### src/hdl/kbs_pkg.sv
`timescale 1ns / 1ps
`default_nettype none
// ----------------------------------------------------------------------------
// kbs_pkg
// Shared types, constants and helpers of the kinematic bicycle step unit.
// ----------------------------------------------------------------------------
package kbs_pkg;

  // Angle constants, Q16
  localparam logic signed [21:0] TWO_PI  = 22'sd411775;
  localparam logic signed [21:0] PI      = 22'sd205887;
  localparam logic signed [21:0] HALF_PI = 22'sd102944;
  localparam logic [18:0]        TWO_PI_U = 19'd411775;

  // Reciprocal of 2*pi for the modulo reduction, scaled by 2^RECIP_SHIFT
  localparam int unsigned RECIP_SHIFT = 44;
  localparam logic [26:0] TWO_PI_RECIP = 27'((64'd1 << RECIP_SHIFT) / 64'd411775);

  localparam logic signed [33:0] CORDIC_START = 34'sd652032874;
  localparam int unsigned QUEUE_DEPTH = 4;
  localparam int unsigned QUEUE_AW = 2;
  localparam int unsigned DIV_BITS = 31;

  localparam logic signed [31:0] S32_MAX = 32'sh7FFF_FFFF;
  localparam logic signed [31:0] S32_MIN = 32'sh8000_0000;

  typedef enum logic [2:0] {
    REG_TIME_STEP     = 3'd0,
    REG_INV_WHEELBASE = 3'd1,
    REG_SPEED_LIM     = 3'd2,
    REG_STEER_LIM     = 3'd3,
    REG_ACCEL_LIM     = 3'd4
  } kbs_reg_e;

  typedef struct packed {
    logic [16:0] time_step;
    logic [20:0] inv_wheelbase;
    logic [30:0] speed_lim;
    logic [16:0] steer_lim;
    logic [30:0] accel_lim;
  } kbs_cfg_t;

  // Item handed from the front end to the back end
  typedef struct packed {
    logic signed [31:0] x;
    logic signed [31:0] y;
    logic signed [31:0] h;
    logic signed [31:0] v;
    logic signed [31:0] vn;
    logic signed [31:0] rate;
    logic signed [33:0] zh;
    logic signed [33:0] zd;
    logic               negh;
    logic               negd;
  } fe_item_t;

  // Payload carried through the back-end pipeline
  typedef struct packed {
    logic signed [31:0] x;
    logic signed [31:0] y;
    logic signed [31:0] h;
    logic signed [31:0] v;
    logic signed [31:0] vn;
    logic signed [31:0] rate;
    logic signed [33:0] hx;
    logic signed [33:0] hy;
    logic signed [33:0] hz;
    logic signed [33:0] sx;
    logic signed [33:0] sy;
    logic signed [33:0] sz;
    logic               negh;
    logic               negd;
    logic signed [35:0] pc;
    logic signed [35:0] ps;
    logic signed [39:0] dx;
    logic signed [39:0] dy;
    logic [48:0]        rem;
    logic [32:0]        dvs;
    logic [30:0]        quo;
    logic               qneg;
    logic               qsat;
    logic signed [31:0] r2;
    logic signed [31:0] ox;
    logic signed [31:0] oy;
    logic signed [31:0] oh;
  } bk_t;

  function automatic logic signed [31:0] sat32(input logic signed [63:0] v);
    logic signed [31:0] r;
    r = v[31:0];
    if (v > 64'sh0000_0000_7FFF_FFFF) begin
      r = S32_MAX;
    end else if (v < -64'sh0000_0000_8000_0000) begin
      r = S32_MIN;
    end
    return r;
  endfunction

  // Arctangent of 2^-i in Q2.30, truncated
  function automatic logic signed [33:0] atan_q30(input int unsigned idx);
    logic signed [33:0] r;
    unique case (idx)
      0:  r = 34'sd843314856;
      1:  r = 34'sd497837829;
      2:  r = 34'sd263043836;
      3:  r = 34'sd133525158;
      4:  r = 34'sd67021686;
      5:  r = 34'sd33543515;
      6:  r = 34'sd16775850;
      7:  r = 34'sd8388437;
      8:  r = 34'sd4194282;
      9:  r = 34'sd2097149;
      10: r = 34'sd1048575;
      11: r = 34'sd524287;
      12: r = 34'sd262143;
      13: r = 34'sd131071;
      14: r = 34'sd65535;
      15: r = 34'sd32767;
      16: r = 34'sd16383;
      17: r = 34'sd8191;
      18: r = 34'sd4095;
      19: r = 34'sd2047;
      20: r = 34'sd1023;
      21: r = 34'sd511;
      22: r = 34'sd255;
      23: r = 34'sd127;
      default: r = '0;
    endcase
    return r;
  endfunction

endpackage
`default_nettype wire

### src/hdl/kbs_fifo.sv
`timescale 1ns / 1ps
`default_nettype none
// ----------------------------------------------------------------------------
// kbs_fifo
// Short queue between the front end and the back end.
// ----------------------------------------------------------------------------
module kbs_fifo (
  input  wire logic              clk_i,
  input  wire logic              rst_ni,
  input  wire logic              push_valid_i,
  output logic                   push_ready_o,
  input  wire kbs_pkg::fe_item_t push_item_i,
  output logic                   pop_valid_o,
  input  wire logic              pop_ready_i,
  output kbs_pkg::fe_item_t      pop_item_o
);

  kbs_pkg::fe_item_t            mem_q [kbs_pkg::QUEUE_DEPTH];
  logic [kbs_pkg::QUEUE_AW-1:0] wr_q, rd_q;
  logic [kbs_pkg::QUEUE_AW:0]   cnt_q;
  logic                         push, pop;

  assign push_ready_o = (cnt_q != (kbs_pkg::QUEUE_AW + 1)'(kbs_pkg::QUEUE_DEPTH));
  assign pop_valid_o  = (cnt_q != '0);
  assign push         = push_valid_i && push_ready_o;
  assign pop          = pop_valid_o && pop_ready_i;
  assign pop_item_o   = mem_q[rd_q];

  always_ff @(posedge clk_i or negedge rst_ni) begin
    if (!rst_ni) begin
      wr_q  <= '0;
      rd_q  <= '0;
      cnt_q <= '0;
    end else begin
      if (push) wr_q <= wr_q + 1'b1;
      if (pop) rd_q <= rd_q + 1'b1;
      if (push && !pop) cnt_q <= cnt_q + 1'b1;
      else if (pop && !push) cnt_q <= cnt_q - 1'b1;
    end
  end

  always_ff @(posedge clk_i) begin
    if (push) mem_q[wr_q] <= push_item_i;
  end

endmodule
`default_nettype wire

### config.mk
export PLATFORM = sky130hd
export DESIGN_NAME = kbs_fifo
export DESIGN_NICKNAME = d
export VERILOG_FILES = /design/src/hdl/kbs_pkg.sv /design/src/hdl/kbs_fifo.sv
export SDC_FILE = /design/constraint.sdc
export NUM_CORES = 1
export LEC_CHECK = 0
export BUFFER_PORTS_ARGS = -buffer_cell sky130_fd_sc_hd__buf_2
export CELL_PAD_IN_SITES_DETAIL_PLACEMENT = 1
export CELL_PAD_IN_SITES_GLOBAL_PLACEMENT = 1
export CORE_MARGIN = 5
export CORE_UTILIZATION = 54
export CTS_CLUSTER_SIZE = 40
export DETAILED_ROUTE_END_ITERATION = 10
export GPL_TIMING_DRIVEN = 0
export PLACE_DENSITY_LB_ADDON = 0.08
export SYNTH_ARGS = -nofsm -noshare
export SYNTH_HDL_FRONTEND = slang
export SYNTH_SLANG_ARGS = --single-unit
### constraint.sdc
create_clock -name clk_i -period 18.6 [get_ports clk_i]
set_clock_uncertainty 0.15 [all_clocks]
set_input_delay 2.79 -clock clk_i [delete_from_list [all_inputs] [get_ports clk_i]]
set_output_delay 2.79 -clock clk_i [all_outputs]
set_load 0.01 [all_outputs]
-- Word-level counts from Yosys, hierarchy flattened
Memories as Yosys holds them, arrays and structs flattened.
Cells that the tools add are included.
- register bits: 7
- bits in latches: 0
- bits in writable memories: 1048
- ROM bits: 0
- output and inout port bits: 264
- logic and storage cells: 21
- memories kept: 1
- add/subtract/negate cells: 4
- multipliers: 0
- divide/modulo/power cells: 0
- $lt $le $gt $ge: 0
- eq/ne operators: 1
- shifts and indexed selects: 0
- multiplexer cells: 4
- bitwise logic cells: 0
- reduce and logical (&&, ||, !) cells: 8
- memory list (memory ; words ; width ; read ports ; clocked after memory_dff ; write ports ; RTL line ; text):
    mem_q ; 4 ; 262 ; 1 ; 0 ; 1 ; kbs_fifo.sv:18 ; kbs_pkg::fe_item_t mem_q [kbs_pkg::QUEUE_DEPTH];
- operators with widths (operator ; count):
    2-to-1 mux 3 bit ; 2
    adder 2 x 1 -> 2 bit (second input constant) ; 2
    logical AND 1 bit ; 4
    adder 3 x 1 -> 3 bit (second input constant) ; 1
    inequality test 3 bit (second input constant) ; 1
    nonzero test 3 bit ; 1
    subtractor 3 x 1 -> 3 bit (second input constant) ; 1
    logical NOT 1 bit ; 2
    2-to-1 mux 1 bit ; 2
    nonzero test 2 bit ; 1

-- Depth between registers and ports, before layout
- depth after elaboration: 6
- mapped depth: 8

-- Least setup slack after synthesis
Ideal clock, no wire load.
- path type: in2reg
- start: input port push_valid_i
- end: memory mem_q[0][0] in the netlist's numbering, enable pin
- library setup time: 0.656 ns
- arrival: 9.043 ns
- path slack: 8.751 ns
- cell stages on the path: 2
- buffers on the path: 0
- cell sequence: a21boi_2 and2_1
- longest elaborated chain between the ends: 3
- ends and longest elaborated chain (element ; RTL line ; text):
    start: declaration ; kbs_fifo.sv:10 ; input wire logic push_valid_i,
    logical AND 1 bit ; kbs_fifo.sv:25 ; assign push = push_valid_i && push_ready_o;
    2-to-1 mux 1 bit ; kbs_fifo.sv:43 ; if (push) mem_q[wr_q] <= push_item_i;
    2-to-1 mux 1 bit (not written as such) ; kbs_fifo.sv:43 ;
    end: declaration ; kbs_fifo.sv:18 ;
No other way between the ends.

==> results.toml <==
[setup_path]
crit_family = "buffers and inverters"
crit_buf_inv = 4
critPathMaxStageDelay_ns = 0.41
crit_path_frequent_cell = "buf_2"
cp_cell_sequence = "buf_2 -> buf_2 -> buf_2 -> mux4_2 -> buf_2"
cp_max_fo = 10
worstPathRequired_ns = 15.66
slowest_stage = "buf_2"
critPathKind = "register to output port"
arrival_ns = 2.65
start_kind = "register"
cp-end-kind = "output port"

[drt]
drt_iter0_markers = 1398
drt_wl_total_um = 88700
num_vias = 17600
drcViolationCount = 0
dr.pass1.iters = 5
detail_route.wl_per_cell_um = 28.5
ant_nets = 0
via_per_inst = 5.67

[timing]
hold_viol = 0
period_share = 0.300
fmax_ghz = 0.179
holdWs_ns = 0.398
fin_tns_setup_ns = 0
finalSetupViolCount = 0
period_needed_ns = 5.59
worst_pin_slew_ns = 0.793
finalMaxSlewViolations = 0
rsz0062_at_grt = "false"
timing.slew.headroom = 0.471

[power]
p_int_w = 0.00551
seqPwrFrac = 0.414
pwr-share-clk = 0.277
sw_frac_of_total = 0.295
leakagePower_nw = 15.9
total_power_w = 0.00782
combPwrFrac = 0.309
p_sw_w = 0.00231
ir_drop_mv = 0.103
power_density_nw_per_um2 = 168

[clock_tree]
clk_latency_ns = 0.64
cts_setup_buffers = 0
cts_tree = "yes"
clkTransAtPathRegs_ns = 0.06
cts_resized = 0
htree_levels = 3
cts_root_buf = "clkbuf_16"
cts_buffers = 105
cts.sinks = 1055
clockBufferDepth = 3
ctsHoldBuffers = 0

[floorplan]
design.core.area_um2 = 70300
rows = 97
io_pins = 530
die-area_um2 = 76600
die_h_um = 277
start_util = 0.547
die_x_um = 277

[yosys]
synth_fa_ha_area_frac = 0.00215
synth_top_family_by_area = "multiplexers"
synth-xor-area-share = 0.00137
synth_compound_area_frac = 0.000293
synthArstFlopShare = 0.00664
yosys_warnings = 0
syn_area_um2 = 38400
synth_ff_type = "edfxtp_1"
syn_nets = 1676
postSynthAreaPerCell_um2 = 27.4
seq_area_frac_synth = 0.823
synth-simple-area-share = 0.00133
ys_ff_latch = 1055
synthCells = 1404
synth_mux_area_frac = 0.154
ys_types = 20
synth_edf_count = 1048

[grt]
grt_pass1_vias = 19200
overflow = 0
grt_pass1_wl_um = 130000
track_usage = 0.230
antenna_found_initial = 43
grt_max_degree = 56

[layout]
final_common_cell = "edfxtp_1"
drive_above_1_share = 0.480
area_growth_pct = 21.0
fill_cells = 5614
final_nets = 2335
final_cell_mix = "edfxtp_1, buf_2, mux4_2"

[hold_path]
hold_class = "register to register"

[place]
io_buffers = 529
detailed_place_hpwl_um = 58900
gp_congestion = 0.730

[job]
max_cap_violations = 0

[status]
status = "finished, final reports clean"
## layout make-up
type                       count  area, um^2  area share
antenna                       20        50.0     0.00108
buffer                        59         662      0.0142
clock buffer                 120        2710      0.0582
clock inverter                76         867      0.0186
inverter                       3        11.3    0.000242
multi-input combinational    287        6130       0.132
sequential                  1055       31600       0.680
tap                          940        1180      0.0253
timing repair buffer         552        3270      0.0702
## cell families (layout without fill, tap and decap cells)
group	Yosys count	after routing
flops	1055	1055
mux	264	264
buf+inv	62	810
simple gates	10	10
fa+ha+maj	6	6
xor+xnor	6	6
compound gates	1	1
other cells	0	20
## power by group through the flow
stage | combinational (W) | clock, W | sequential (W)
after floorplan | 0.00146 | 0 | 0.00339
after global placement | 0.00236 | 0 | 0.00353
after detailed placement | 0.00247 | 0 | 0.00329
after CTS | 0.00248 | 0.00222 | 0.00324
after global routing | 0.00257 | 0.00234 | 0.00327
final | 0.00242 | 0.00217 | 0.00324
## per-stage QoR
step | cells | utilization | cell area [um^2] | worst slack, ns
6_report | 3112 | 0.662 | 46500 | 13.01
3_3_place_gp | 2873 | 0.601 | 42300 | 3.40
5_1_grt | 3097 | 0.661 | 46500 | 12.87
2_1_floorplan | 1404 | - | 38400 | 8.75
4_1_cts | 3092 | 0.661 | 46500 | 12.91
3_5_place_dp | 2896 | 0.610 | 42900 | 13.46
## flip-flops by register name (all words and copies together) (netlist names)
register	cells
cnt_q	3
mem_q	1048
rd_q	2
wr_q	2
## Yosys cell counts, types with 3 or more instances
cell type / instances / share of area
buf_2: 18 / 0.0023
inv_1: 3 / 0.00029
xnor2_1: 4 / 0.00091
edfxtp_1: 1048 / 0.82
dfrtp_1: 7 / 0.0046
and2_1: 4 / 0.00065
buf_12: 22 / 0.011
ha_1: 5 / 0.0016
buf_1: 9 / 0.00088
mux4_2: 262 / 0.15
buf_6: 8 / 0.0023
## metal layers
| metal | vias to the layer above | track usage | share of wire |
|---|---|---|---|
| li1 | 7500 | - | - |
| met1 | 9328 | 0.281 | 0.35 |
| met3 | 170 | 0.0803 | 0.089 |
| met2 | 595 | 0.393 | 0.53 |
| met5 | - | 0 | 0.0029 |
| met4 | 38 | 0.0688 | 0.027 |
## path summary, 6_finish.rpt
kind | from | to | slack (ns) | cells after the start
max | rd_q[1]$_DFFE_PN0P_ | pop_item_o[177] | 13.01 | 5
min in group asynchronous | rst_ni | rd_q[0]$_DFFE_PN0P_ | 1.83 | 1
max in group asynchronous | rst_ni | cnt_q[1]$_DFFE_PN0P_ | 16.31 | 1
max reg2reg | cnt_q[0]$_DFFE_PN0P_ | mem_q[0][216]$_DFFE_PP_ | 15.90 | 5
min reg2reg | cnt_q[2]$_DFFE_PN0P_ | cnt_q[2]$_DFFE_PN0P_ | 0.40 | 1
min | cnt_q[2]$_DFFE_PN0P_ | cnt_q[2]$_DFFE_PN0P_ | 0.40 | 1
Power figures use the tool's default switching activity.
